`src/hw/rtl/brdh_pkg.sv`:
```
// Shared constants, codes and structures of the batch row deduplication block.
package brdh_pkg;

    // MAX_BATCH must be a power of two.
    localparam int MAX_BATCH  = 256;
    localparam int TABLE_SIZE = 2 * MAX_BATCH;
    localparam int TBITS      = $clog2(TABLE_SIZE);
    localparam int REF_W      = $clog2(MAX_BATCH);
    localparam int CNT_W      = $clog2(MAX_BATCH + 1);
    localparam int PROBE_W    = TBITS + 1;

    localparam int ROW_W      = 64;
    localparam int GEN_W      = 32;
    localparam int UIDX_W     = 8;
    localparam int UCNT_W     = 9;
    localparam int HALF_W     = ROW_W / 2;

    localparam logic [ROW_W-1:0] FIB_MULT = 64'h9E37_79B9_7F4A_7C15;

    typedef enum logic [1:0] {
        ST_OK       = 2'd0,
        ST_RANGE    = 2'd1,
        ST_OVERFLOW = 2'd2
    } status_t;

    typedef enum logic [2:0] {
        S_CLEAR,
        S_IDLE,
        S_CHECK,
        S_HASH,
        S_SLOT_RD,
        S_SLOT_CHK,
        S_ROW_CHK,
        S_DONE
    } seq_state_t;

    typedef enum logic [2:0] {
        MS_IDLE,
        MS_LL,
        MS_HL,
        MS_LH,
        MS_ACC
    } mul_step_t;

    typedef struct packed {
        logic [GEN_W-1:0] gen;
        logic [REF_W-1:0] uref;
    } slot_t;

    typedef struct packed {
        logic             slot_we;
        logic [TBITS-1:0] slot_waddr;
        slot_t            slot_wdata;
        logic [TBITS-1:0] slot_raddr;
        logic             row_we;
        logic [REF_W-1:0] row_waddr;
        logic [ROW_W-1:0] row_wdata;
        logic [REF_W-1:0] row_raddr;
    } mem_req_t;

    typedef struct packed {
        logic [REF_W-1:0] index;
        logic             is_new;
        status_t          status;
        logic [CNT_W-1:0] count;
    } result_t;

endpackage

```
`src/hw/rtl/brdh_hash.sv`:
```
// Fibonacci hash: 64-bit product built over four steps of one 32x32 multiplier.
module brdh_hash (
    input  logic                         clk,
    input  logic                         rst_n,
    input  logic                         start,
    input  logic [brdh_pkg::ROW_W-1:0]   row,
    output logic                         done,
    output logic [brdh_pkg::TBITS-1:0]   pos
);

    brdh_pkg::mul_step_t step_reg, step_next;

    logic                           done_reg;
    logic [brdh_pkg::ROW_W-1:0]     a_reg;
    logic [brdh_pkg::ROW_W-1:0]     prod_reg;
    logic [brdh_pkg::ROW_W-1:0]     acc_reg;
    logic [brdh_pkg::HALF_W-1:0]    mul_a;
    logic [brdh_pkg::HALF_W-1:0]    mul_b;
    logic [brdh_pkg::ROW_W-1:0]     mul_p;
    logic [brdh_pkg::ROW_W-1:0]     prod_shift;

    always_comb
    begin
        step_next = step_reg;
        unique case (step_reg)
            brdh_pkg::MS_IDLE: if (start) step_next = brdh_pkg::MS_LL;
            brdh_pkg::MS_LL:   step_next = brdh_pkg::MS_HL;
            brdh_pkg::MS_HL:   step_next = brdh_pkg::MS_LH;
            brdh_pkg::MS_LH:   step_next = brdh_pkg::MS_ACC;
            brdh_pkg::MS_ACC:  step_next = brdh_pkg::MS_IDLE;
            default:           step_next = brdh_pkg::MS_IDLE;
        endcase
    end

    always_comb
    begin
        mul_a = a_reg[brdh_pkg::HALF_W-1:0];
        mul_b = brdh_pkg::FIB_MULT[brdh_pkg::HALF_W-1:0];
        unique case (step_reg)
            brdh_pkg::MS_HL: mul_a = a_reg[brdh_pkg::ROW_W-1:brdh_pkg::HALF_W];
            brdh_pkg::MS_LH: mul_b = brdh_pkg::FIB_MULT[brdh_pkg::ROW_W-1:brdh_pkg::HALF_W];
            default:
            begin
            end
        endcase
    end

    assign mul_p      = {{brdh_pkg::HALF_W{1'b0}}, mul_a} * {{brdh_pkg::HALF_W{1'b0}}, mul_b};
    assign prod_shift = {prod_reg[brdh_pkg::HALF_W-1:0], {brdh_pkg::HALF_W{1'b0}}};

    always_ff @(posedge clk or negedge rst_n)
    begin
        if (!rst_n)
        begin
            step_reg <= brdh_pkg::MS_IDLE;
            done_reg <= 1'b0;
        end
        else
        begin
            step_reg <= step_next;
            done_reg <= (step_reg == brdh_pkg::MS_ACC);
        end
    end

    always_ff @(posedge clk)
    begin
        if (step_reg == brdh_pkg::MS_IDLE && start)
        begin
            a_reg <= row;
        end
        if (step_reg != brdh_pkg::MS_IDLE && step_reg != brdh_pkg::MS_ACC)
        begin
            prod_reg <= mul_p;
        end
        unique case (step_reg)
            brdh_pkg::MS_HL:  acc_reg <= prod_reg;
            brdh_pkg::MS_LH:  acc_reg <= acc_reg + prod_shift;
            brdh_pkg::MS_ACC: acc_reg <= acc_reg + prod_shift;
            default:
            begin
            end
        endcase
    end

    assign done = done_reg;
    assign pos  = acc_reg[brdh_pkg::ROW_W-1 -: brdh_pkg::TBITS];

endmodule

```
`config.mk`:
```
export PLATFORM = sky130hd
export DESIGN_NAME = brdh_hash
export DESIGN_NICKNAME = d
export VERILOG_FILES = /design/src/hw/rtl/brdh_pkg.sv /design/src/hw/rtl/brdh_hash.sv
export SDC_FILE = /design/constraint.sdc
export NUM_CORES = 2
export LEC_CHECK = 0
export ABC_AREA = 1
export BUFFER_PORTS_ARGS = -buffer_cell sky130_fd_sc_hd__buf_2
export CORE_UTILIZATION = 45
export CTS_CLUSTER_SIZE = 28
export DETAILED_ROUTE_END_ITERATION = 10
export PLACE_DENSITY = 0.69
export SLEW_MARGIN = 10
export SYNTH_ARGS = -nofsm -noshare
export SYNTH_HDL_FRONTEND = slang
export SYNTH_SLANG_ARGS = --single-unit
```
`constraint.sdc`:
```
create_clock -name clk -period 9.2 [get_ports clk]
set_input_delay 1.84 -clock clk [delete_from_list [all_inputs] [get_ports clk]]
set_output_delay 1.84 -clock clk [all_outputs]
set_load 0.02 [all_outputs]
```
# [Word level (Yosys, flattened, before mapping)]
# Cells that the tools add are included.
[word_totals] latchBits=0 ramBits=0 mem_bits_ro=0 n_memories=0 output_inout_bits=10 ff_bits=196 wordCells=24
[op_classes] n_lt_le_gt_ge=0 n_eq_ne=6 div_mod_pow=0 addsub=1 n_mul=1 mux=5 shifts=0 reduce_logical=6 bitwise_logic=0
[op_table] cell="64-bit one-hot mux with 2 select lines" n=1
[op_table] cell="64-bit adder" n=1
[op_table] cell="32-bit by 32-bit multiplier with 64-bit output" n=1
[op_table] cell="32-bit two-way mux" n=2
[op_table] cell="3-bit one-hot mux with 4 select lines" n=1
[op_table] cell="3-bit by 2-bit == test with 1-bit output, second input constant" n=2
[op_table] cell="3-bit by 1-bit == test with 1-bit output, second input constant" n=1
[op_table] cell="3-bit == test, second input constant" n=1
[op_table] cell="3-bit logical NOT" n=1
[op_table] cell="3-bit two-way mux" n=1
[op_table] cell="3-bit inequality test, second input constant" n=1
[op_table] cell="3-bit nonzero test" n=1
[op_table] cell="1-bit logical AND" n=2
[op_table] cell="2-bit inequality test, second input constant" n=1
[op_table] cell="2-bit nonzero test" n=1
[op_table] cell="2-bit OR reduction" n=1

# [Logic depth before layout (Yosys ltp)]
[logic_depth] depth_word=3 depth_mapped=41

# [Worst setup path after synthesis]
# OpenSTA, ideal clock, no wires.
[synth_path] kind="reg2reg" start="register step_reg[2]" end="register prod_reg[50] (netlist bit), data pin" arrival_time_ns=6.909 path_slack_ns=2.038 setup_time_ns=0.253 stages_incl_launch_ff=31 path_buffers=2 cell_sequence="dfrtp_1 nor2_4 nand2_4 buf_6 buf_6 o21ai_1 inv_1 nand2_1 inv_1 ha_1 fa_1 fa_1 inv_1 fa_1 inv_1 fa_1 fa_1 fa_1 inv_1 fa_1 inv_1 ha_1 nand2_1 nor2_1 inv_1 nor2_1 nand2_1 nor3_1 nand2_1 nand4_1 nand2_1"
[synth_between] elab_chain_cells=3
[synth_rtl] item="start: declaration" line_no="brdh_hash.sv:11" text="brdh_pkg::mul_step_t step_reg, step_next;"
[synth_rtl] item="start signal: assignment" line_no="brdh_hash.sv:55" text="step_reg <= brdh_pkg::MS_IDLE;"
[synth_rtl] item="start signal: assignment" line_no="brdh_hash.sv:60" text="step_reg <= step_next;"
[synth_rtl] item="3-bit by 2-bit == test with 1-bit output" line_no="brdh_hash.sv:39" text="unique case (step_reg)"
[synth_rtl] item="32-bit two-way mux" line_no="brdh_hash.sv:39"
[synth_rtl] item="32-bit by 32-bit multiplier with 64-bit output *" line_no="brdh_hash.sv:48" text="assign mul_p = {{brdh_pkg::HALF_W{1'b0}}, mul_a} * {{brdh_pkg::HALF_W{1'b0}}, mul_b};"
[synth_rtl] item="net mul_p (one bit)" line_no="brdh_hash.sv:19" text="logic [brdh_pkg::ROW_W-1:0] mul_p;"
[synth_rtl] item="end signal: assignment" line_no="brdh_hash.sv:73" text="prod_reg <= mul_p;"
[synth_rtl] item="end: declaration" line_no="brdh_hash.sv:15" text="logic [brdh_pkg::ROW_W-1:0] prod_reg;"
# Mark *: on every way through the listed nets, which the timed path passes. The rest lies on a longest branch.
# A chain may end at the register's enable or synchronous reset.

# [Final worst setup path]
[layout_path] start="register step_reg[2]" end="register prod_reg[23] (netlist bit), data pin"
# Same word-level chain as after synthesis.

==> reports/results.tsv <==
metric	value	unit
final hold vios	0	
core area	78000	sq um
Worst Setup End Kind	register	
largest net degree at the start of global routing	66	
relative slew slack	25.7	%
Synth top area share	32.4	%
worst reg2reg path depth	30	
Hold Path Stages	2	
critical path data required time	9470	ps
Total Routed Length	109000	microns
number of global-route vias before repair	28700	
slack of the critical path	597	ps
final setup violating endpoints	0	
drt first pass iters	6	
GRT Residual Overflow	0	
f_max	116	MHz
worst-margin pin slew	1110	ps
die extent in y	284	microns
GPL Wtd Cong	1.00	
Initial Utilization	45.8	%
CTS tree	done	
final antenna-violating net count	0	
boundary pin count	77	
share of layout cells above drive strength 1	5.05	%
setup bufs post-CTS	0	
Yosys cell types	43	
CP startpoint kind	register	
die width	284	microns
post-DP HPWL	96800	microns
Clk pin slew, worst setup/hold paths	70	ps
routed len/inst	19.8	microns
Hold Crit Start	prod_reg[56]	
cell taking the most area after synthesis	fa_1	
diodes inserted	0	
main flop type after synthesis	edfxtp_1	
crit path kind	reg2reg	
Final Slew Violations	0	
Clock Tree Buf Depth	2	
ys async rst share	2.44	%
cell with the most instances after synthesis	inv_1	
r2r startpoint	step_reg[2]	
Multi-input gate area	25400	sq um
drt initial violations	2076	
hold slack	526	ps
Critical Path Slowest Stage Cell	fa_1	
sequential element share of the synthesized area	13.7	%
status	finished clean	
Seq cells post-synth	164	
Area growth syn-to-layout	5.89	%
RSZ-0062 raised after global routing	false	
CP most frequent cell	inv_1	
Final period util	93.5	%
cell area after layout	37800	sq um
Synthesis Warnings	0	
Min Clock Period, post-route	8600	ps
Root Buffer	clkbuf_16	
Post-CTS Hold Buffers	0	
H-tree levels	4	
vias per cell	4.94	
synth cell count leaders	1325 x inv_1, 1054 x nand2_1, 578 x fa_1	
nets@finish	5569	
GRT Total Usage	28.2	%
Die Area	80500	sq um
max incr delay on CP	690	ps
Post-Syn Instances	4394	
Synth Cell Area	35700	sq um
Post-synth EDFFs	160	
Rows	102	
Max Cap Violations	0	
Critical Path Fanout Max	36	
worst-skew pair later-pin latency	530	ps
initial antenna violation count	1	
Syn Area/Cell	8.13	sq um
pre-CTS WS	670	ps
Port Buffers	76	
Residual DRC	0	
vias	27300	
# clock sinks	164	
Worst EP arrival	8870	ps
Fill cells	7605	
skew final	23.4	ps
hold crit path type	reg2reg	
Resized cells post-CTS	0	
first-pass GRT wire length	169000	microns
sequential cell area	4900	sq um
Post-Route Setup TNS	0	ps
Placement Cell Area	37200	sq um
start point of the critical path	step_reg[2]	
CTS Buf Count	17	
synth top area cells	fa_1 32%, ha_1 16%, inv_1 14%	
[critical path, delay by kind of cell, from the launching register on]
family	cells	cell delay, ps
fa+ha+maj	9	3900
compound gates	2	730
flops	1	470
buf+inv	8	800
xor+xnor	2	670
simple gates	9	1750
[metrics by stage]
step | instances | utilization [%]
after detailed placement | 5487 | 47.8
final | 5518 | 48.5
after CTS | 5518 | 48.5
after global routing | 5518 | 48.5
after floorplan | 4426 | -
after global placement | 5487 | 47.8
[final timing paths]
check                           slack [ps]      endpoint
worst max-delay path                   600  prod_reg[23]
worst min-delay path                   530   acc_reg[56]
worst max register to register         600  prod_reg[23]
worst min register to register         530   acc_reg[56]
max in group asynchronous             7880   step_reg[0]
min in group asynchronous             1150          done
[area by class of cell]
type                    count  area share [%]
multi-input cells        2837            67.2
inverters                1347            13.4
flip-flops and latches    164            13.0
well taps                1040            3.44
repair buffers             99            1.46
clock buffers              17            1.12
clock inverters            14           0.436
[routing by layer]
layer | global-route usage, % | share of wire [%]
met3 | 3.02 | 5.1
met1 | 36.7 | 43
met4 | 10.7 | 3.8
met2 | 48.3 | 49
met5 | 0 | 0.012
[placed cells by master, fill, tap and decap left out, types with 18 or more instances in the layout]
cell	count
nand2_1	1053
a21oi_1	84
inv_2	21
buf_4	23
o21ai_0	41
ha_1	458
o21ai_2	21
nor3_1	21
nand4_1	18
fa_1	578
xor2_1	75
buf_2	76
nor2_1	235
o21bai_1	28
nand3_1	96
edfxtp_1	160
conb_1	34
inv_1	1324
[kinds of logic after synthesis]
logic type               share of synthesized area (%)
AO/OA/AOI/OAI                                     3.78
AND/OR/NAND/NOR                                   16.6
adder cells (fa/ha/maj)                           48.4
buffers and inverters                             15.5
other                                           0.0210
XOR/XNOR                                          2.01
flip-flops                                        13.7
Power is not shown: default switching activity piles up to over one toggle a cycle in this logic, so the estimate is an artifact.
