File: src/hw/rtl/brdh_pkg.sv
// Shared constants, codes and structures of the batch row deduplication block.
package brdh_pkg;

    // MAX_BATCH must be a power of two.
    localparam int MAX_BATCH  = 256;
    localparam int TABLE_SIZE = 2 * MAX_BATCH;
    localparam int TBITS      = $clog2(TABLE_SIZE);
    localparam int REF_W      = $clog2(MAX_BATCH);
    localparam int CNT_W      = $clog2(MAX_BATCH + 1);
    localparam int PROBE_W    = TBITS + 1;

    localparam int ROW_W      = 64;
    localparam int GEN_W      = 32;
    localparam int UIDX_W     = 8;
    localparam int UCNT_W     = 9;
    localparam int HALF_W     = ROW_W / 2;

    localparam logic [ROW_W-1:0] FIB_MULT = 64'h9E37_79B9_7F4A_7C15;

    typedef enum logic [1:0] {
        ST_OK       = 2'd0,
        ST_RANGE    = 2'd1,
        ST_OVERFLOW = 2'd2
    } status_t;

    typedef enum logic [2:0] {
        S_CLEAR,
        S_IDLE,
        S_CHECK,
        S_HASH,
        S_SLOT_RD,
        S_SLOT_CHK,
        S_ROW_CHK,
        S_DONE
    } seq_state_t;

    typedef enum logic [2:0] {
        MS_IDLE,
        MS_LL,
        MS_HL,
        MS_LH,
        MS_ACC
    } mul_step_t;

    typedef struct packed {
        logic [GEN_W-1:0] gen;
        logic [REF_W-1:0] uref;
    } slot_t;

    typedef struct packed {
        logic             slot_we;
        logic [TBITS-1:0] slot_waddr;
        slot_t            slot_wdata;
        logic [TBITS-1:0] slot_raddr;
        logic             row_we;
        logic [REF_W-1:0] row_waddr;
        logic [ROW_W-1:0] row_wdata;
        logic [REF_W-1:0] row_raddr;
    } mem_req_t;

    typedef struct packed {
        logic [REF_W-1:0] index;
        logic             is_new;
        status_t          status;
        logic [CNT_W-1:0] count;
    } result_t;

endpackage

File: src/hw/rtl/brdh_seq.sv
// Sequencer: batch bookkeeping, range and overflow checks, linear probing.
module brdh_seq (
    input  logic                         clk,
    input  logic                         rst_n,
    input  logic                         row_valid,
    output logic                         row_stall,
    input  logic [brdh_pkg::ROW_W-1:0]   row_id,
    input  logic                         starts_batch,
    input  logic [brdh_pkg::ROW_W-1:0]   row_limit,
    output logic                         hash_start,
    output logic [brdh_pkg::ROW_W-1:0]   hash_row,
    input  logic                         hash_done,
    input  logic [brdh_pkg::TBITS-1:0]   hash_pos,
    output brdh_pkg::mem_req_t           mem_req,
    input  brdh_pkg::slot_t              slot_rd,
    input  logic [brdh_pkg::ROW_W-1:0]   row_rd,
    output logic                         res_valid,
    output brdh_pkg::result_t            res,
    input  logic                         res_take
);

    brdh_pkg::seq_state_t state_reg, state_next;

    logic [brdh_pkg::TBITS-1:0]   clr_addr_reg, clr_addr_next;
    logic                         resume_reg, resume_next;
    logic [brdh_pkg::GEN_W-1:0]   gen_reg, gen_next;
    logic [brdh_pkg::CNT_W-1:0]   distinct_reg, distinct_next;
    logic [brdh_pkg::CNT_W-1:0]   batch_reg, batch_next;
    logic [brdh_pkg::PROBE_W-1:0] probes_reg, probes_next;
    logic [brdh_pkg::ROW_W-1:0]   row_reg, row_next;
    logic [brdh_pkg::TBITS-1:0]   pos_reg, pos_next;
    logic [brdh_pkg::REF_W-1:0]   uref_reg, uref_next;
    logic [brdh_pkg::REF_W-1:0]   idx_reg, idx_next;
    logic                         new_reg, new_next;
    brdh_pkg::status_t            status_reg, status_next;

    logic                         begin_batch;
    logic [brdh_pkg::GEN_W-1:0]   gen_inc;
    logic                         gen_wrap;
    logic                         out_of_range;
    logic                         overflow;
    logic                         slot_hit;
    logic                         row_match;

    assign begin_batch  = starts_batch || (gen_reg == '0);
    assign gen_inc      = gen_reg + 1'b1;
    assign gen_wrap     = (gen_inc == '0);
    assign out_of_range = (row_reg >= row_limit);
    assign overflow     = (batch_reg >= brdh_pkg::CNT_W'(brdh_pkg::MAX_BATCH));
    assign slot_hit     = (probes_reg < brdh_pkg::PROBE_W'(brdh_pkg::TABLE_SIZE))
                          && (slot_rd.gen == gen_reg);
    assign row_match    = (row_rd == row_reg);

    always_comb
    begin
        state_next = state_reg;
        unique case (state_reg)
            brdh_pkg::S_CLEAR:
            begin
                if (clr_addr_reg == brdh_pkg::TBITS'(brdh_pkg::TABLE_SIZE - 1))
                begin
                    state_next = resume_reg ? brdh_pkg::S_CHECK : brdh_pkg::S_IDLE;
                end
            end
            brdh_pkg::S_IDLE:
            begin
                if (row_valid)
                begin
                    state_next = (begin_batch && gen_wrap) ? brdh_pkg::S_CLEAR
                                                           : brdh_pkg::S_CHECK;
                end
            end
            brdh_pkg::S_CHECK:
            begin
                state_next = (out_of_range || overflow) ? brdh_pkg::S_DONE
                                                        : brdh_pkg::S_HASH;
            end
            brdh_pkg::S_HASH:
            begin
                if (hash_done) state_next = brdh_pkg::S_SLOT_RD;
            end
            brdh_pkg::S_SLOT_RD:
            begin
                state_next = brdh_pkg::S_SLOT_CHK;
            end
            brdh_pkg::S_SLOT_CHK:
            begin
                state_next = slot_hit ? brdh_pkg::S_ROW_CHK : brdh_pkg::S_DONE;
            end
            brdh_pkg::S_ROW_CHK:
            begin
                state_next = row_match ? brdh_pkg::S_DONE : brdh_pkg::S_SLOT_RD;
            end
            brdh_pkg::S_DONE:
            begin
                if (res_take) state_next = brdh_pkg::S_IDLE;
            end
            default:
            begin
                state_next = brdh_pkg::S_IDLE;
            end
        endcase
    end

    always_comb
    begin
        clr_addr_next = clr_addr_reg;
        resume_next   = resume_reg;
        gen_next      = gen_reg;
        distinct_next = distinct_reg;
        batch_next    = batch_reg;
        probes_next   = probes_reg;
        row_next      = row_reg;
        pos_next      = pos_reg;
        uref_next     = uref_reg;
        idx_next      = idx_reg;
        new_next      = new_reg;
        status_next   = status_reg;
        hash_start    = 1'b0;

        mem_req            = '0;
        mem_req.slot_waddr = pos_reg;
        mem_req.slot_raddr = pos_reg;
        mem_req.row_raddr  = slot_rd.uref;
        mem_req.row_waddr  = distinct_reg[brdh_pkg::REF_W-1:0];
        mem_req.row_wdata  = row_reg;

        unique case (state_reg)
            brdh_pkg::S_CLEAR:
            begin
                mem_req.slot_we    = 1'b1;
                mem_req.slot_waddr = clr_addr_reg;
                mem_req.slot_wdata = '0;
                clr_addr_next      = clr_addr_reg + 1'b1;
            end
            brdh_pkg::S_IDLE:
            begin
                if (row_valid)
                begin
                    row_next    = row_id;
                    resume_next = 1'b1;
                    if (begin_batch)
                    begin
                        gen_next      = gen_wrap ? brdh_pkg::GEN_W'(1) : gen_inc;
                        distinct_next = '0;
                        batch_next    = '0;
                    end
                end
            end
            brdh_pkg::S_CHECK:
            begin
                idx_next = '0;
                new_next = 1'b0;
                priority if (out_of_range)
                begin
                    status_next = brdh_pkg::ST_RANGE;
                end
                else if (overflow)
                begin
                    status_next = brdh_pkg::ST_OVERFLOW;
                end
                else
                begin
                    status_next = brdh_pkg::ST_OK;
                    batch_next  = batch_reg + 1'b1;
                    hash_start  = 1'b1;
                end
            end
            brdh_pkg::S_HASH:
            begin
                if (hash_done)
                begin
                    pos_next    = hash_pos;
                    probes_next = '0;
                end
            end
            brdh_pkg::S_SLOT_RD:
            begin
            end
            brdh_pkg::S_SLOT_CHK:
            begin
                if (slot_hit)
                begin
                    uref_next = slot_rd.uref;
                end
                else
                begin
                    mem_req.slot_we         = 1'b1;
                    mem_req.slot_wdata.gen  = gen_reg;
                    mem_req.slot_wdata.uref = distinct_reg[brdh_pkg::REF_W-1:0];
                    mem_req.row_we          = 1'b1;
                    idx_next                = distinct_reg[brdh_pkg::REF_W-1:0];
                    new_next                = 1'b1;
                    distinct_next           = distinct_reg + 1'b1;
                end
            end
            brdh_pkg::S_ROW_CHK:
            begin
                if (row_match)
                begin
                    idx_next = uref_reg;
                end
                else
                begin
                    pos_next    = pos_reg + 1'b1;
                    probes_next = probes_reg + 1'b1;
                end
            end
            brdh_pkg::S_DONE:
            begin
                resume_next = 1'b0;
            end
            default:
            begin
            end
        endcase
    end

    always_ff @(posedge clk or negedge rst_n)
    begin
        if (!rst_n)
        begin
            state_reg    <= brdh_pkg::S_CLEAR;
            clr_addr_reg <= '0;
            resume_reg   <= 1'b0;
            gen_reg      <= '0;
            distinct_reg <= '0;
            batch_reg    <= '0;
            probes_reg   <= '0;
        end
        else
        begin
            state_reg    <= state_next;
            clr_addr_reg <= clr_addr_next;
            resume_reg   <= resume_next;
            gen_reg      <= gen_next;
            distinct_reg <= distinct_next;
            batch_reg    <= batch_next;
            probes_reg   <= probes_next;
        end
    end

    always_ff @(posedge clk)
    begin
        row_reg    <= row_next;
        pos_reg    <= pos_next;
        uref_reg   <= uref_next;
        idx_reg    <= idx_next;
        new_reg    <= new_next;
        status_reg <= status_next;
    end

    assign hash_row   = row_reg;
    assign row_stall  = (state_reg != brdh_pkg::S_IDLE);
    assign res_valid  = (state_reg == brdh_pkg::S_DONE);
    assign res.index  = idx_reg;
    assign res.is_new = new_reg;
    assign res.status = status_reg;
    assign res.count  = distinct_reg;

    a_insert_has_room: assert property (@(posedge clk) disable iff (!rst_n)
        (state_reg == brdh_pkg::S_SLOT_CHK && !slot_hit)
            |-> (distinct_reg < brdh_pkg::CNT_W'(brdh_pkg::MAX_BATCH)))
        else $error("slot insert with the unique row store full");

    a_distinct_le_batch: assert property (@(posedge clk) disable iff (!rst_n)
        distinct_reg <= batch_reg)
        else $error("more distinct rows than rows in the batch");

    a_probe_live_gen: assert property (@(posedge clk) disable iff (!rst_n)
        (state_reg == brdh_pkg::S_SLOT_RD) |-> (gen_reg != '0))
        else $error("probe with no batch open");

    a_row_write_pairs_slot: assert property (@(posedge clk) disable iff (!rst_n)
        mem_req.row_we |-> (mem_req.slot_we
                            && mem_req.slot_wdata.uref == mem_req.row_waddr
                            && mem_req.slot_wdata.gen == gen_reg))
        else $error("row store write without its slot tag");

endmodule

File: config.mk
export PLATFORM = sky130hd
export DESIGN_NAME = brdh_seq
export DESIGN_NICKNAME = d
export VERILOG_FILES = /design/src/hw/rtl/brdh_pkg.sv /design/src/hw/rtl/brdh_seq.sv
export SDC_FILE = /design/constraint.sdc
export NUM_CORES = 1
export LEC_CHECK = 0
export ABC_AREA = 1
export BUFFER_PORTS_ARGS = -buffer_cell sky130_fd_sc_hd__buf_2
export CAP_MARGIN = 20
export CORE_AREA = 3 3 181 183
export CTS_BUF_LIST = sky130_fd_sc_hd__clkbuf_2
export DETAILED_ROUTE_END_ITERATION = 7
export DIE_AREA = 0 0 184 186
export SYNTH_ARGS = -nofsm -noshare
export SYNTH_HDL_FRONTEND = slang
export SYNTH_SLANG_ARGS = --single-unit
File: constraint.sdc
create_clock -name clk -period 13.6 [get_ports clk]
set_input_delay 1.36 -clock clk [delete_from_list [all_inputs] [get_ports clk]]
set_output_delay 1.36 -clock clk [all_outputs]
set_load 0.01 [all_outputs]
# After elaboration in Yosys (flattened, before gate mapping)
# Index checks and enable logic that the tools add are counted.
dict set report classes {
  add_sub_neg 6
  order_cmp 3
  eq_ne 21
  mux 41
  n_reduce_logical 23
}
# operator count
set ops {}
lappend ops {{2-to-1 mux 40 bit} 2}
lappend ops {{2-to-1 mux 9 bit} 8}
lappend ops {{equality test 64 bit} 1}
lappend ops {{>= comparator 64 bit} 1}
lappend ops {{zero test 32 bit} 2}
lappend ops {{case mux 9 bit (2 select lines)} 3}
lappend ops {{adder 9 x 1 -> 9 bit (second input constant)} 4}
lappend ops {{adder 32 x 1 -> 32 bit (second input constant)} 1}
lappend ops {{equality test 32 bit} 1}
lappend ops {{2-to-1 mux 32 bit} 1}
lappend ops {{case mux 3 bit (8 select lines)} 1}
lappend ops {{case mux 8 bit (3 select lines)} 1}
lappend ops {{2-to-1 mux 10 bit} 2}
lappend ops {{case mux 10 bit (2 select lines)} 1}
lappend ops {{!= test 2 bit (second input constant)} 9}
lappend ops {{2-to-1 mux 8 bit} 2}
lappend ops {{2-to-1 mux 3 bit} 5}
lappend ops {{equality test 3 bit (second input constant)} 4}
lappend ops {{adder 10 x 1 -> 10 bit (second input constant)} 1}
lappend ops {{less-than comparator 10 bit (second input constant)} 1}
lappend ops {{nonzero test 2 bit} 5}
lappend ops {{equality test 9 bit (second input constant)} 1}
lappend ops {{>= comparator 9 bit (second input constant)} 1}
lappend ops {{AND reduction 3 bit} 3}
lappend ops {{other kinds (14)} 33}
dict set report word_totals {
  register_bits 165
  input_bits 247
  output_inout_bits 227
  wordCells 107
}

# Depth between registers and ports, before layout
# Gate-level depths: netlist of the first run.
dict set report logic_depth {
  word_depth 6
  depth_mapped 17
  mapped_depth_nobuf 17
}

# Least setup slack after synthesis of the first run
# OpenSTA, ideal clock, no wires.
dict set report synth_path {
  path_kind {input-to-reg}
  from {input row_valid}
  to {register batch_reg[8] (netlist bit)}
  setup_ns 0.117
  arrival_ns 5.103
  required_time_ns 13.483
  path_slack_ns 8.380
  stages 7
  path_buffers 0
  cell_sequence {inv_1 > nor2_1 > nand2_2 > o21ai_2 > nand2_4 > nand2_1 > nand2_1}
}
dict set report synth_between {
  elab_chain_cells 2
}
# element line_no
set synth_rtl {}
lappend synth_rtl {{start: declaration} brdh_seq.sv:5} ;# input logic row_valid,
lappend synth_rtl {{!= test 2 bit (no source line)} n/a}
lappend synth_rtl {{AND reduction 5 bit (no source line)} n/a}
lappend synth_rtl {{end signal: assignment} brdh_seq.sv:238} ;# batch_reg <= batch_next;
lappend synth_rtl {{end: declaration} brdh_seq.sv:28} ;# logic [brdh_pkg::CNT_W-1:0] batch_reg, batch_next;
# No other way between the ends.
# A chain may end at the register's enable or synchronous reset.

==> metrics.txt, run 1 <==
# TYPE chip_impl_metric gauge
chip_impl_info{name="run_status",value="completed"} 1
chip_impl_metric{name="cts_buffer_depth",unit=""} 2
chip_impl_metric{name="placement.io_buffers",unit=""} 473
chip_impl_metric{name="synth-warning-count",unit=""} 0
chip_impl_info{name="clockRootBuffer",value="sky130_fd_sc_hd__clkbuf_2"} 1
chip_impl_metric{name="total_die_area",unit="µm²"} 34200
chip_impl_metric{name="worst_skew",unit="ns"} 0.0532
chip_impl_metric{name="drt_iter0_markers",unit=""} 560
chip_impl_metric{name="multi_input_comb_area",unit="µm²"} 5570
chip_impl_info{name="min_to",value="batch_reg[3]"} 1
chip_impl_metric{name="p_total",unit="mW"} 0.967
chip_impl_info{name="rr_startpoint",value="state_reg[1]"} 1
chip_impl_metric{name="max_slew_margin",unit="%"} 32.2
chip_impl_metric{name="gr-total-overflow",unit=""} 0
chip_impl_info{name="hold_path.startpoint",value="batch_reg[3]"} 1
chip_impl_info{name="rsz0062_at_grt",value="no"} 1
chip_impl_metric{name="number_of_global_route_vias_before_repair",unit=""} 10463
chip_impl_info{name="cpMaxStageDelayCell",value="sky130_fd_sc_hd__nand2_2"} 1
chip_impl_metric{name="finalCriticalPeriod",unit="ns"} 4.88
chip_impl_info{name="criticalPathCategory",value="reg -> out"} 1
chip_impl_metric{name="cts_resized",unit=""} 0
chip_impl_metric{name="arrival",unit="ns"} 3.52
chip_impl_metric{name="regArea",unit="µm²"} 4590
chip_impl_metric{name="synth-seq-area-share",unit="%"} 39.6
chip_impl_info{name="critical_path.top_delay_family",value="simple AND/OR/NAND/NOR gates"} 1
chip_impl_metric{name="avg_cell_area_syn",unit="µm²"} 7.75
chip_impl_metric{name="detail-route-antenna-nets",unit=""} 0
chip_impl_metric{name="placementRows",unit=""} 65
chip_impl_metric{name="grt_max_degree",unit=""} 74
chip_impl_metric{name="flow.area_growth_from_synthesis",unit="%"} 21.2
chip_impl_metric{name="drc",unit=""} 0
chip_impl_info{name="worst_setup_path_end_kind",value="output port"} 1
chip_impl_info{name="hold_class",value="reg -> reg"} 1
chip_impl_metric{name="placeableCoreArea",unit="µm²"} 31400
chip_impl_metric{name="clk-insertion-delay-late",unit="ns"} 0.80
chip_impl_metric{name="detailed_place_hpwl",unit="µm"} 33800
chip_impl_metric{name="post_cts.repair.setup_buffers",unit=""} 0
chip_impl_metric{name="num-nets-final",unit=""} 2209
chip_impl_metric{name="path_buf_inv",unit=""} 3
chip_impl_metric{name="final_max_slew_viol_count",unit=""} 0
chip_impl_metric{name="worstPathRequired",unit="ns"} 12.24
chip_impl_metric{name="totalWireLength",unit="µm"} 41300
chip_impl_info{name="critical-path-top-cell-by-count",value="sky130_fd_sc_hd__nor2_1"} 1
chip_impl_metric{name="rr_worst_depth",unit=""} 8
chip_impl_metric{name="cts-hold-fix-buffers",unit=""} 0
chip_impl_metric{name="grt_pass1_wl",unit="µm"} 60400
chip_impl_info{name="timing.critical_path.cells",value="inv_1 > nor2_1 > nor2_1 > nand2_1 > nor2_1 > nand3_1 > nor2_1 > nand3_1 > nand2_2 > inv_1 > buf_2"} 1
chip_impl_metric{name="detail_route.first_pass.iterations",unit=""} 5
chip_impl_metric{name="pwr_density_cell",unit="nW/µm²"} 68.8
chip_impl_metric{name="initial_utilization",unit="%"} 36.9
chip_impl_metric{name="maxCapViolations",unit=""} 0
chip_impl_metric{name="antenna_violations_before_repair",unit=""} 11
chip_impl_metric{name="cp_slowest_stage_delay",unit="ns"} 0.75
chip_impl_metric{name="p_leak",unit="nW"} 7.08
chip_impl_metric{name="ys_ff_latch",unit=""} 165
chip_impl_metric{name="largest_reg_flops",unit=""} 64
chip_impl_metric{name="syn_inst_count",unit=""} 1495
chip_impl_metric{name="hold-path-cell-count",unit=""} 2
chip_impl_info{name="cts_tree",value="built"} 1
chip_impl_info{name="timing.critical_path.from_type",value="flip-flop"} 1
chip_impl_metric{name="gpl.final_weighted_congestion",unit=""} 0.928
chip_impl_metric{name="postSynthNetCount",unit=""} 1815
chip_impl_metric{name="max_freq",unit="MHz"} 205
chip_impl_metric{name="vdd_drop_max",unit="µV"} 47.8
chip_impl_metric{name="die_w",unit="µm"} 184
chip_impl_metric{name="setup-violations-final",unit=""} 0
chip_impl_metric{name="routed_via_density",unit=""} 4.81
chip_impl_metric{name="cts_sinks",unit=""} 165
chip_impl_metric{name="design.portCount",unit=""} 474
chip_impl_metric{name="final_routed_wire_length_divided_by_cell_count",unit="µm"} 17.9
chip_impl_metric{name="num_vias",unit=""} 11115
chip_impl_info{name="worst_r2r_endpoint",value="pos_reg[5]"} 1
chip_impl_metric{name="synthDistinctLibCells",unit=""} 39
chip_impl_metric{name="grt_usage",unit="%"} 23.5
chip_impl_metric{name="die_height",unit="µm"} 186
chip_impl_metric{name="cp_max_fo",unit=""} 45
chip_impl_metric{name="path_clk_slew",unit="ns"} 0.27
chip_impl_metric{name="worst-r2r-setup-slack",unit="ns"} 10.20
chip_impl_metric{name="number_of_buffers_inserted_during_clock_tree_synthesis",unit=""} 17
chip_impl_metric{name="final.setup.tns",unit="ns"} 0
chip_impl_metric{name="critical_path_depth",unit=""} 11
chip_impl_metric{name="cts_htree_levels",unit=""} 4
chip_impl_metric{name="report.final.hold_viol_count",unit=""} 0
chip_impl_metric{name="timing.final.crit_share",unit="%"} 35.9
chip_impl_metric{name="layout.filler_cells",unit=""} 3306
chip_impl_metric{name="synth.cell_area",unit="µm²"} 11600
chip_impl_metric{name="tightest_slew",unit="ns"} 1.02
chip_impl_metric{name="drive_gt1_share",unit="%"} 29.1
-- logic make-up (layout without fill, tap and decap cells) --
family / Yosys count / in the layout / share of synthesized area (%)
AND/OR/NAND/NOR: 724 / 724 / 26.5
buffers and inverters: 292 / 699 / 12.4
flip-flops: 165 / 165 / 39.6
AO/OA/AOI/OAI: 148 / 148 / 6.63
XOR/XNOR: 93 / 93 / 7.03
adder cells (fa/ha/maj): 73 / 73 / 7.88
other: 0 / 8 / 0
-- through the flow --
stage	hold WS (ns)	worst slack [ns]	cell area [µm²]	util (%)	std cells
final	0.520	8.72	14000	44.7	2312
after global routing	0.529	8.35	14000	44.7	2312
after CTS	0.522	8.54	14000	44.7	2304
after detailed placement	0.464	8.75	13800	43.9	2272
after global placement	0.454	8.83	13800	43.9	2272
after floorplan	0.442	8.38	11600	-	1495
-- cell usage after synthesis (all sizes together) --
cell / count / share of area, %
a211oi: 1 / 0.065
a21o: 1 / 0.065
a21oi: 43 / 1.9
a22o: 1 / 0.076
and2: 4 / 0.22
buf: 94 / 6.0
clkbuf: 7 / 0.23
clkinv: 2 / 0.065
dfrtp: 73 / 16
edfxtp: 92 / 24
ha: 73 / 7.9
inv: 189 / 6.1
nand2: 387 / 13
nand3: 69 / 3.0
nand3b: 2 / 0.13
nand4: 29 / 1.6
nor2: 195 / 6.9
nor3: 22 / 0.99
nor3b: 1 / 0.065
nor4: 5 / 0.27
o211ai: 1 / 0.065
o21a: 1 / 0.065
o21ai: 94 / 4.1
o22ai: 4 / 0.22
o31ai: 2 / 0.13
or2: 10 / 0.54
xnor2: 64 / 4.8
xor2: 29 / 2.2
-- cells in the final DEF (no fill, tap or decap), drive strengths merged, types with 43 or more instances in the layout --
master,instances
buf,476
nand2,387
nor2,195
inv,191
o21ai,94
edfxtp,92
ha,73
dfrtp,73
nand3,69
xnor2,64
a21oi,43
-- how the worst max path moves through the flow --
stage                startpoint      endpoint
floorplan             row_valid  batch_reg[8]
global placement    slot_rd[38]   mem_req[80]
detailed placement  slot_rd[38]   mem_req[80]
CTS                 gen_reg[31]   mem_req[80]
global route        gen_reg[31]   mem_req[80]
finish              gen_reg[31]   mem_req[80]
-- worst reg2reg max path, stage by stage, from the launching register on --
cell,delay (ns)
sky130_fd_sc_hd__dfrtp_1,0.47
sky130_fd_sc_hd__inv_1,0.05
sky130_fd_sc_hd__nor2_1,0.24
sky130_fd_sc_hd__inv_2,0.08
sky130_fd_sc_hd__nor2_2,0.63
sky130_fd_sc_hd__inv_1,0.57
sky130_fd_sc_hd__nand2_1,0.17
sky130_fd_sc_hd__nand3_1,0.35
sky130_fd_sc_hd__clkinv_1,0.49
-- report_power, final --
group          leakage (nW)  switching, mW  internal (mW)  total [mW]
logic                  5.18         0.0696         0.0575       0.127
clock network         0.160          0.190          0.106       0.296
registers              1.74        0.00941          0.535       0.544
total                  7.08          0.269          0.698       0.967
-- cell type report --
class,instances,share of cell area (%)
clock inverter,12,1.10
tap,402,3.58
timing repair buffer,476,17.0
sequential,165,32.7
inverter,191,5.10
antenna,8,0.143
clock buffer,20,0.713
multi-input combinational,1038,39.7
-- metal layers --
| layer | GRT usage (%) | part of all wire [%] | routed length, µm |
|---|---|---|---|
| met1 | 29.0 | 41 | 16800 |
| met2 | 40.7 | 49 | 20300 |
| met3 | 4.91 | 7.0 | 2890 |
| met4 | 8.56 | 3.2 | 1320 |
| met5 | 0 | 0.031 | 13 |
Power figures use the tool's default switching activity.
==> inputs of run 2 (changes only) <==
--- a/config.mk
+++ b/config.mk
@@ -5,13 +5,13 @@
 export SDC_FILE = /design/constraint.sdc
 export NUM_CORES = 1
 export LEC_CHECK = 0
-export ABC_AREA = 1
+export ABC_AREA = 0
 export BUFFER_PORTS_ARGS = -buffer_cell sky130_fd_sc_hd__buf_2
 export CAP_MARGIN = 20
-export CORE_AREA = 3 3 181 183
+export CORE_AREA = 3 3 184 186
 export CTS_BUF_LIST = sky130_fd_sc_hd__clkbuf_2
 export DETAILED_ROUTE_END_ITERATION = 7
-export DIE_AREA = 0 0 184 186
+export DIE_AREA = 0 0 187 189
 export SYNTH_ARGS = -nofsm -noshare
 export SYNTH_HDL_FRONTEND = slang
 export SYNTH_SLANG_ARGS = --single-unit
==> constraint.sdc (replaced) <==
create_clock -name clk -period 4.9 [get_ports clk]
set_input_delay 0.49 -clock clk [delete_from_list [all_inputs] [get_ports clk]]
set_output_delay 0.49 -clock clk [all_outputs]
set_load 0.01 [all_outputs]
==> run 2 against run 1 <==
Compared with the run above: global-route usage down 0.49 points; register-to-register slack worse by 8.8 ns; hold slack worse by 0.35 ns; via count fell by 5.5%; critical path type unchanged; critical endpoint is now hash_start.
==> metrics.txt, run 2 <==
# TYPE chip_impl_metric gauge
chip_impl_metric{name="maxCapViolations",unit=""} 0
chip_impl_metric{name="syn_inst_count",unit=""} 1169
chip_impl_metric{name="synth.cell_area",unit="µm²"} 11300
chip_impl_metric{name="power.clock.fraction",unit="%"} 16.9
chip_impl_info{name="cts_tree",value="built"} 1
chip_impl_metric{name="timing.final.crit_share",unit="%"} 90.9
chip_impl_metric{name="grt_util_met1",unit="%"} 27.5
chip_impl_metric{name="drc",unit=""} 0
chip_impl_metric{name="grt_pass1_wl",unit="µm"} 61800
chip_impl_metric{name="p_switching",unit="mW"} 1.99
chip_impl_metric{name="number_of_global_route_vias_before_repair",unit=""} 10098
chip_impl_metric{name="setup-violations-final",unit=""} 0
chip_impl_metric{name="synth-seq-area-share",unit="%"} 40.5
chip_impl_metric{name="final.setup.tns",unit="ns"} 0
chip_impl_metric{name="tightest_slew",unit="ns"} 0.992
chip_impl_info{name="criticalPathCategory",value="reg -> out"} 1
chip_impl_metric{name="detailed_place_hpwl",unit="µm"} 33000
chip_impl_metric{name="final_routed_wire_length_divided_by_cell_count",unit="µm"} 20.1
chip_impl_metric{name="placeableCoreArea",unit="µm²"} 32500
chip_impl_metric{name="synthDistinctLibCells",unit=""} 73
chip_impl_info{name="cpMaxStageDelayCell",value="sky130_fd_sc_hd__nor4_1"} 1
chip_impl_metric{name="p_int",unit="mW"} 2.73
chip_impl_metric{name="placementRows",unit=""} 66
chip_impl_metric{name="gpl.final_weighted_congestion",unit=""} 0.943
chip_impl_metric{name="synth-edff-count",unit=""} 92
chip_impl_metric{name="p_seq_share",unit="%"} 45.4
chip_impl_metric{name="number_of_buffers_inserted_during_clock_tree_synthesis",unit=""} 17
chip_impl_metric{name="die_height",unit="µm"} 189
chip_impl_metric{name="global_route.usage.met2",unit="%"} 39.9
chip_impl_metric{name="clk-insertion-delay-late",unit="ns"} 0.83
chip_impl_metric{name="initial_utilization",unit="%"} 34.9
chip_impl_metric{name="switching_share",unit="%"} 42.2
chip_impl_info{name="mostFrequentLayoutCell",value="sky130_fd_sc_hd__buf_2"} 1
chip_impl_metric{name="routed_via_density",unit=""} 5.02
chip_impl_metric{name="cts_sinks",unit=""} 165
chip_impl_info{name="rsz0062_at_grt",value="no"} 1
chip_impl_metric{name="report.final.hold_viol_count",unit=""} 0
chip_impl_metric{name="grt_usage",unit="%"} 23.0
chip_impl_metric{name="multi_input_comb_area",unit="µm²"} 5520
chip_impl_metric{name="gr-total-overflow",unit=""} 0
chip_impl_metric{name="max_freq",unit="MHz"} 225
chip_impl_info{name="synth.top_cells.by_count",value="sky130_fd_sc_hd__nand2_1, sky130_fd_sc_hd__xor2_1, sky130_fd_sc_hd__edfxtp_1, sky130_fd_sc_hd__buf_4, sky130_fd_sc_hd__inv_1"} 1
chip_impl_info{name="run_status",value="completed"} 1
chip_impl_info{name="post-synth-top-area-cell",value="sky130_fd_sc_hd__edfxtp_1"} 1
chip_impl_metric{name="avg_cell_area_syn",unit="µm²"} 9.69
chip_impl_info{name="yosys-top-cells-area",value="sky130_fd_sc_hd__edfxtp_1, sky130_fd_sc_hd__dfrtp_1, sky130_fd_sc_hd__xor2_1, sky130_fd_sc_hd__ha_1, sky130_fd_sc_hd__buf_4"} 1
chip_impl_metric{name="critical_path_depth",unit=""} 9
chip_impl_metric{name="die_w",unit="µm"} 187
chip_impl_metric{name="largest_reg_flops",unit=""} 64
chip_impl_metric{name="finalCriticalPeriod",unit="ns"} 4.45
chip_impl_metric{name="synth_top_area_share",unit="%"} 24.4
chip_impl_metric{name="pwr_density_cell",unit="nW/µm²"} 323
chip_impl_metric{name="design.portCount",unit=""} 474
chip_impl_metric{name="p_leak",unit="nW"} 7.24
chip_impl_info{name="worst_setup_path_end_kind",value="output port"} 1
chip_impl_metric{name="cp_slowest_stage_delay",unit="ns"} 0.60
chip_impl_metric{name="num-nets-final",unit=""} 1942
chip_impl_info{name="synth_most_common_cell",value="sky130_fd_sc_hd__nand2_1"} 1
chip_impl_metric{name="flow.area_growth_from_synthesis",unit="%"} 29.0
chip_impl_metric{name="rr_worst_depth",unit=""} 6
chip_impl_metric{name="synth-warning-count",unit=""} 0
chip_impl_info{name="synth-main-ff-cell",value="sky130_fd_sc_hd__edfxtp_1"} 1
chip_impl_metric{name="power.combinational.fraction",unit="%"} 37.7
chip_impl_metric{name="arrival",unit="ns"} 3.96
chip_impl_metric{name="cts_htree_levels",unit=""} 4
chip_impl_info{name="hold_class",value="in -> reg"} 1
chip_impl_metric{name="worstPathRequired",unit="ns"} 4.41
chip_impl_metric{name="max_slew_margin",unit="%"} 33.9
chip_impl_metric{name="detail-route-antenna-nets",unit=""} 0
chip_impl_metric{name="layout.filler_cells",unit=""} 3179
chip_impl_metric{name="drt_iter0_markers",unit=""} 536
chip_impl_metric{name="cts_buffer_depth",unit=""} 2
chip_impl_metric{name="num_vias",unit=""} 10502
chip_impl_metric{name="detail_route.first_pass.iterations",unit=""} 6
chip_impl_info{name="layout_common_cells",value="sky130_fd_sc_hd__buf_2, sky130_fd_sc_hd__nand2_1, sky130_fd_sc_hd__xor2_1"} 1
chip_impl_metric{name="async_flop_share",unit="%"} 44.2
chip_impl_metric{name="final_max_slew_viol_count",unit=""} 0
chip_impl_info{name="timing.critical_path.cells",value="ha_1 > nand4_1 > nor4_1 > nand4_1 > a211o_1 > and3_1 > inv_1 > nor3_1 > buf_2"} 1
chip_impl_metric{name="path_buf_inv",unit=""} 2
chip_impl_metric{name="post_cts.repair.setup_buffers",unit=""} 0
chip_impl_metric{name="p_total",unit="mW"} 4.72
chip_impl_metric{name="worst_skew",unit="ns"} 0.0848
chip_impl_metric{name="regArea",unit="µm²"} 4590
chip_impl_info{name="grt-busiest-layer",value="met2"} 1
chip_impl_metric{name="drive_gt1_share",unit="%"} 33.5
chip_impl_metric{name="grt_max_degree",unit=""} 67
chip_impl_info{name="clockRootBuffer",value="sky130_fd_sc_hd__clkbuf_2"} 1
chip_impl_metric{name="groute.layer.met3.usage",unit="%"} 5.54
chip_impl_metric{name="cp_max_fo",unit=""} 9
chip_impl_info{name="critical_path.top_delay_family",value="simple AND/OR/NAND/NOR gates"} 1
chip_impl_metric{name="ys_ff_latch",unit=""} 165
chip_impl_metric{name="postSynthNetCount",unit=""} 1489
chip_impl_metric{name="vdd_drop_max",unit="µV"} 165
chip_impl_metric{name="totalWireLength",unit="µm"} 42000
chip_impl_info{name="timing.critical_path.from_type",value="flip-flop"} 1
chip_impl_info{name="critical-path-top-cell-by-count",value="sky130_fd_sc_hd__nand4_1"} 1
chip_impl_metric{name="path_clk_slew",unit="ns"} 0.33
chip_impl_metric{name="hold-path-cell-count",unit=""} 6
chip_impl_metric{name="placement.io_buffers",unit=""} 473
chip_impl_metric{name="antenna_violations_before_repair",unit=""} 15
chip_impl_metric{name="total_die_area",unit="µm²"} 35300
-- run 2: layer usage --
layer,up-vias,part of all wire [%]
met3,76,7.0
met2,475,50
met1,5008,40
li1,4939,-
met5,-,0.064
met4,4,3.5
-- run 2: power groups by stage --
stage	Sequential (mW)	Combinational [mW]	Clock, mW
floorplan	2.08	1.12	0
detailed placement	2.17	1.71	0
global placement	2.16	1.69	0
finish	2.14	1.78	0.800
CTS	2.14	1.78	0.830
global route	2.18	1.97	0.889
-- run 2: stage by stage --
stage / utilization (%) / instance area [µm²] / instances / setup WS [ns] / hold slack (ns)
after floorplan: - / 11300 / 1169 / 1.20 / 0.194
after global placement: 41.3 / 13400 / 1955 / 1.08 / 0.491
after detailed placement: 41.3 / 13400 / 1955 / 1.07 / 0.500
after CTS: 44.8 / 14500 / 2073 / 0.231 / 0.0514
after global routing: 45.0 / 14600 / 2090 / 0.125 / 0.0788
final: 45.0 / 14600 / 2091 / 0.448 / 0.173
-- run 2: cell families (layout without fill, tap and decap cells) --
group | count (synthesis) | after routing | share of synthesized area [%]
AOI/OAI and AO/OA | 129 | 129 | 7.63
xor gates and xnor gates | 159 | 159 | 12.3
muxes | 9 | 9 | 0.795
other | 0 | 14 | 0
adders and majority gates | 73 | 73 | 8.06
buffers and inverters | 223 | 689 | 10.9
DFF | 165 | 165 | 40.5
and+or+nand+nor | 411 | 411 | 19.8
-- run 2: layout make-up --
class	count	area share [%]
antenna	14	0.240
clock buffer	18	0.616
clock inverter	14	1.08
inverter	84	2.16
multi-input combinational	781	37.8
sequential	165	31.4
tap	442	3.78
timing repair buffer	573	22.9
-- run 2: path summary, 6_finish.rpt --
path / start / to / slack [ns]
max: hash_row[61] / hash_start / 0.45
min: starts_batch / batch_reg[0] / 0.17
max reg2reg: hash_row[5] / idx_reg[3] / 1.40
min reg2reg: clr_addr_reg[6] / clr_addr_reg[6] / 0.54
max in group asynchronous: rst_n / clr_addr_reg[1] / 3.40
min in group asynchronous: rst_n / gen_reg[24] / 0.53
-- run 2: repair_timing --
action,in CTS,in global routing
resized for setup,0,1
hold endpoints to repair,132,7
hold buffers,86,1
setup endpoints to repair,0,1
-- run 2: tightest hold or removal path, delay by kind of cell --
kind | cells | cell delay [ns]
AND/OR/NAND/NOR | 1 | 0.07
AO/OA/AOI/OAI | 3 | 0.31
buffers and inverters | 2 | 0.14
==> inputs of run 3 (changes only) <==
--- a/config.mk
+++ b/config.mk
@@ -6,7 +6,7 @@
 export NUM_CORES = 1
 export LEC_CHECK = 0
 export ABC_AREA = 0
-export BUFFER_PORTS_ARGS = -buffer_cell sky130_fd_sc_hd__buf_2
+export BUFFER_PORTS_ARGS = -buffer_cell sky130_fd_sc_hd__buf_4
 export CAP_MARGIN = 20
 export CORE_AREA = 3 3 184 186
 export CTS_BUF_LIST = sky130_fd_sc_hd__clkbuf_2
==> run 3 against run 2 <==
Compared with the run above: first-iteration DRC count grew 3.5%; maximum frequency grew 0.18%; global-route usage grew 0.41 points; design area grew 7.8%; hold slack gained 0.10 ns; sequential share of layout area shrank 2.3 points; combinational power grew 11%; utilization grew 3.5 points; highest routed layer unchanged.
==> metrics.txt, run 3 (synthesized netlist as in run 2, its figures left out) <==
# TYPE chip_impl_metric gauge
chip_impl_metric{name="detailed_place_hpwl",unit="µm"} 33700
chip_impl_metric{name="post_cts.repair.setup_buffers",unit=""} 0
chip_impl_metric{name="pwr_density_cell",unit="nW/µm²"} 318
chip_impl_metric{name="final_max_slew_viol_count",unit=""} 0
chip_impl_metric{name="grt_max_degree",unit=""} 74
chip_impl_metric{name="routed_via_density",unit=""} 4.97
chip_impl_info{name="mostFrequentLayoutCell",value="sky130_fd_sc_hd__buf_4"} 1
chip_impl_metric{name="maxCapViolations",unit=""} 0
chip_impl_metric{name="p_seq_share",unit="%"} 43.0
chip_impl_metric{name="timing.final.crit_share",unit="%"} 90.7
chip_impl_info{name="rsz0062_at_grt",value="no"} 1
chip_impl_metric{name="drc",unit=""} 0
chip_impl_info{name="rr_startpoint",value="hash_row[5]"} 1
chip_impl_info{name="timing.critical_path.from_type",value="flip-flop"} 1
chip_impl_metric{name="arrival",unit="ns"} 3.95
chip_impl_metric{name="placeableCoreArea",unit="µm²"} 32500
chip_impl_metric{name="placement.io_buffers",unit=""} 473
chip_impl_info{name="clockRootBuffer",value="sky130_fd_sc_hd__clkbuf_2"} 1
chip_impl_metric{name="placementRows",unit=""} 66
chip_impl_metric{name="hold-path-cell-count",unit=""} 6
chip_impl_metric{name="worst-r2r-setup-slack",unit="ns"} 1.56
chip_impl_metric{name="antenna_violations_before_repair",unit=""} 11
chip_impl_metric{name="initial_utilization",unit="%"} 34.9
chip_impl_metric{name="die_height",unit="µm"} 189
chip_impl_metric{name="flow.area_growth_from_synthesis",unit="%"} 39.1
chip_impl_metric{name="num-nets-final",unit=""} 1935
chip_impl_metric{name="place_area",unit="µm²"} 14600
chip_impl_metric{name="finalWorstSetupSlack",unit="ns"} 0.456
chip_impl_metric{name="rr_worst_depth",unit=""} 6
chip_impl_metric{name="cts_sinks",unit=""} 165
chip_impl_metric{name="total_die_area",unit="µm²"} 35300
chip_impl_metric{name="number_of_buffers_inserted_during_clock_tree_synthesis",unit=""} 17
chip_impl_metric{name="power.combinational.fraction",unit="%"} 39.5
chip_impl_metric{name="fin_hold_ws",unit="ns"} 0.274
chip_impl_metric{name="final_routed_wire_length_divided_by_cell_count",unit="µm"} 20.5
chip_impl_metric{name="final.setup.tns",unit="ns"} 0
chip_impl_metric{name="detail_route.first_pass.iterations",unit=""} 6
chip_impl_metric{name="design.portCount",unit=""} 474
chip_impl_metric{name="report.final.hold_viol_count",unit=""} 0
chip_impl_info{name="worst_r2r_endpoint",value="idx_reg[1]"} 1
chip_impl_metric{name="drive_gt1_share",unit="%"} 33.2
chip_impl_metric{name="finalCriticalPeriod",unit="ns"} 4.44
chip_impl_info{name="min_to",value="state_reg[1]"} 1
chip_impl_metric{name="tightest_slew",unit="ns"} 0.984
chip_impl_info{name="hold_class",value="in -> reg"} 1
chip_impl_info{name="worst_setup_path_end_kind",value="output port"} 1
chip_impl_metric{name="post-route-cell-area",unit="µm²"} 15800
chip_impl_metric{name="power.clock.fraction",unit="%"} 17.5
chip_impl_info{name="layout_common_cells",value="sky130_fd_sc_hd__buf_4, sky130_fd_sc_hd__nand2_1, sky130_fd_sc_hd__xor2_1"} 1
chip_impl_metric{name="largest_reg_flops",unit=""} 64
chip_impl_metric{name="drt_iter0_markers",unit=""} 555
chip_impl_metric{name="max_slew_margin",unit="%"} 34.4
chip_impl_metric{name="cts_htree_levels",unit=""} 4
chip_impl_metric{name="max_freq",unit="MHz"} 225
chip_impl_metric{name="grt_pass1_wl",unit="µm"} 62800
chip_impl_metric{name="die_w",unit="µm"} 187
chip_impl_info{name="run_status",value="completed"} 1
chip_impl_info{name="cts_tree",value="built"} 1
chip_impl_metric{name="worst_skew",unit="ns"} 0.0566
chip_impl_info{name="criticalPathCategory",value="reg -> out"} 1
chip_impl_metric{name="worstPathRequired",unit="ns"} 4.41
chip_impl_metric{name="num_vias",unit=""} 10345
chip_impl_metric{name="totalWireLength",unit="µm"} 42700
chip_impl_metric{name="number_of_global_route_vias_before_repair",unit=""} 10323
chip_impl_metric{name="gpl.final_weighted_congestion",unit=""} 0.913
chip_impl_metric{name="cts_buffer_depth",unit=""} 2
chip_impl_metric{name="clk-insertion-delay-late",unit="ns"} 0.79
chip_impl_metric{name="p_switching",unit="mW"} 2.02
chip_impl_metric{name="p_leak",unit="nW"} 7.57
chip_impl_metric{name="switching_share",unit="%"} 40.3
chip_impl_metric{name="grt_usage",unit="%"} 23.4
chip_impl_metric{name="detail-route-antenna-nets",unit=""} 0
chip_impl_info{name="hold_path.startpoint",value="starts_batch"} 1
chip_impl_metric{name="vdd_drop_max",unit="µV"} 205
chip_impl_metric{name="setup-violations-final",unit=""} 0
chip_impl_metric{name="cp_max_fo",unit=""} 9
chip_impl_metric{name="final_core_util",unit="%"} 48.5
chip_impl_metric{name="gr-total-overflow",unit=""} 0
chip_impl_metric{name="path_clk_slew",unit="ns"} 0.31
chip_impl_metric{name="p_int",unit="mW"} 2.99
chip_impl_metric{name="dp_worst_setup_slack",unit="ns"} 1.08
-- run 3: cell types whose count changed in the layout (fill, tap and decap cells not counted), sizes merged --
cell,delta
buf,-5
diode,-4
clkinv,+3
inv,-3
dlygate4sd3,-2
bufinv,+1
clkbuf,-1
-- run 3: power by group through the flow --
stage                     Clock (mW)  Sequential, mW  Combinational, mW
after global placement             0            2.17               1.91
final                          0.876            2.15               1.98
after CTS                      0.916            2.15               1.99
after floorplan                    0            2.08               1.12
after global routing           0.970            2.20               2.18
after detailed placement           0            2.18               1.93
-- run 3: worst max-delay path by stage --
stage	start	to	slack (ns)	depth (start not counted)
CTS	hash_row[9]	hash_start	0.22	10
finish	hash_row[61]	hash_start	0.46	9
detailed placement	row_limit[9]	hash_start	1.08	12
floorplan	state_reg[0]	distinct_reg[8]	1.20	8
global route	hash_row[61]	hash_start	0.15	10
global placement	row_rd[9]	idx_reg[6]	0.93	7
-- run 3: layout make-up --
class	instances	area, µm²
inverters	84	315
multi-input cells	781	5520
fillers	3056	16700
repair buffers	566	4460
clock buffers	17	85.1
flip-flops and latches	165	4590
clock inverters	15	209
diodes	10	25.0
well taps	442	553
-- run 3: through the flow --
step	instances	power [mW]
3_5_place_dp	1953	4.11
3_3_place_gp	1951	4.08
5_1_grt	2080	5.35
4_1_cts	2070	5.06
6_report	2080	5.01
2_1_floorplan	1169	3.20
-- run 3: layer usage --
metal	GRT usage, %	up-vias	share of wire (%)	routed length [µm]
met1	28.1	4952	41	17300
met3	5.30	69	6.0	2560
met5	0	-	0.040	17
li1	-	4921	-	-
met4	8.99	2	3.6	1530
met2	40.9	401	50	21300
-- run 3: repair_timing --
| action | CTS | global route |
|---|---|---|
| endpoints found under the setup margin | 0 | 1 |
| resized for setup | 0 | 1 |
| hold buffers | 85 | 0 |
| endpoints found under the hold margin | 158 | 0 |
-- run 3: critical path, stage by stage, from the launching register on --
cell	delay, ns
sky130_fd_sc_hd__edfxtp_1	0.60
sky130_fd_sc_hd__ha_1	0.38
sky130_fd_sc_hd__nand4_1	0.17
sky130_fd_sc_hd__nor4_1	0.65
sky130_fd_sc_hd__nand4_1	0.27
sky130_fd_sc_hd__a211o_1	0.42
sky130_fd_sc_hd__and3_1	0.28
sky130_fd_sc_hd__inv_1	0.14
sky130_fd_sc_hd__nor3_1	0.07
sky130_fd_sc_hd__buf_4	0.16
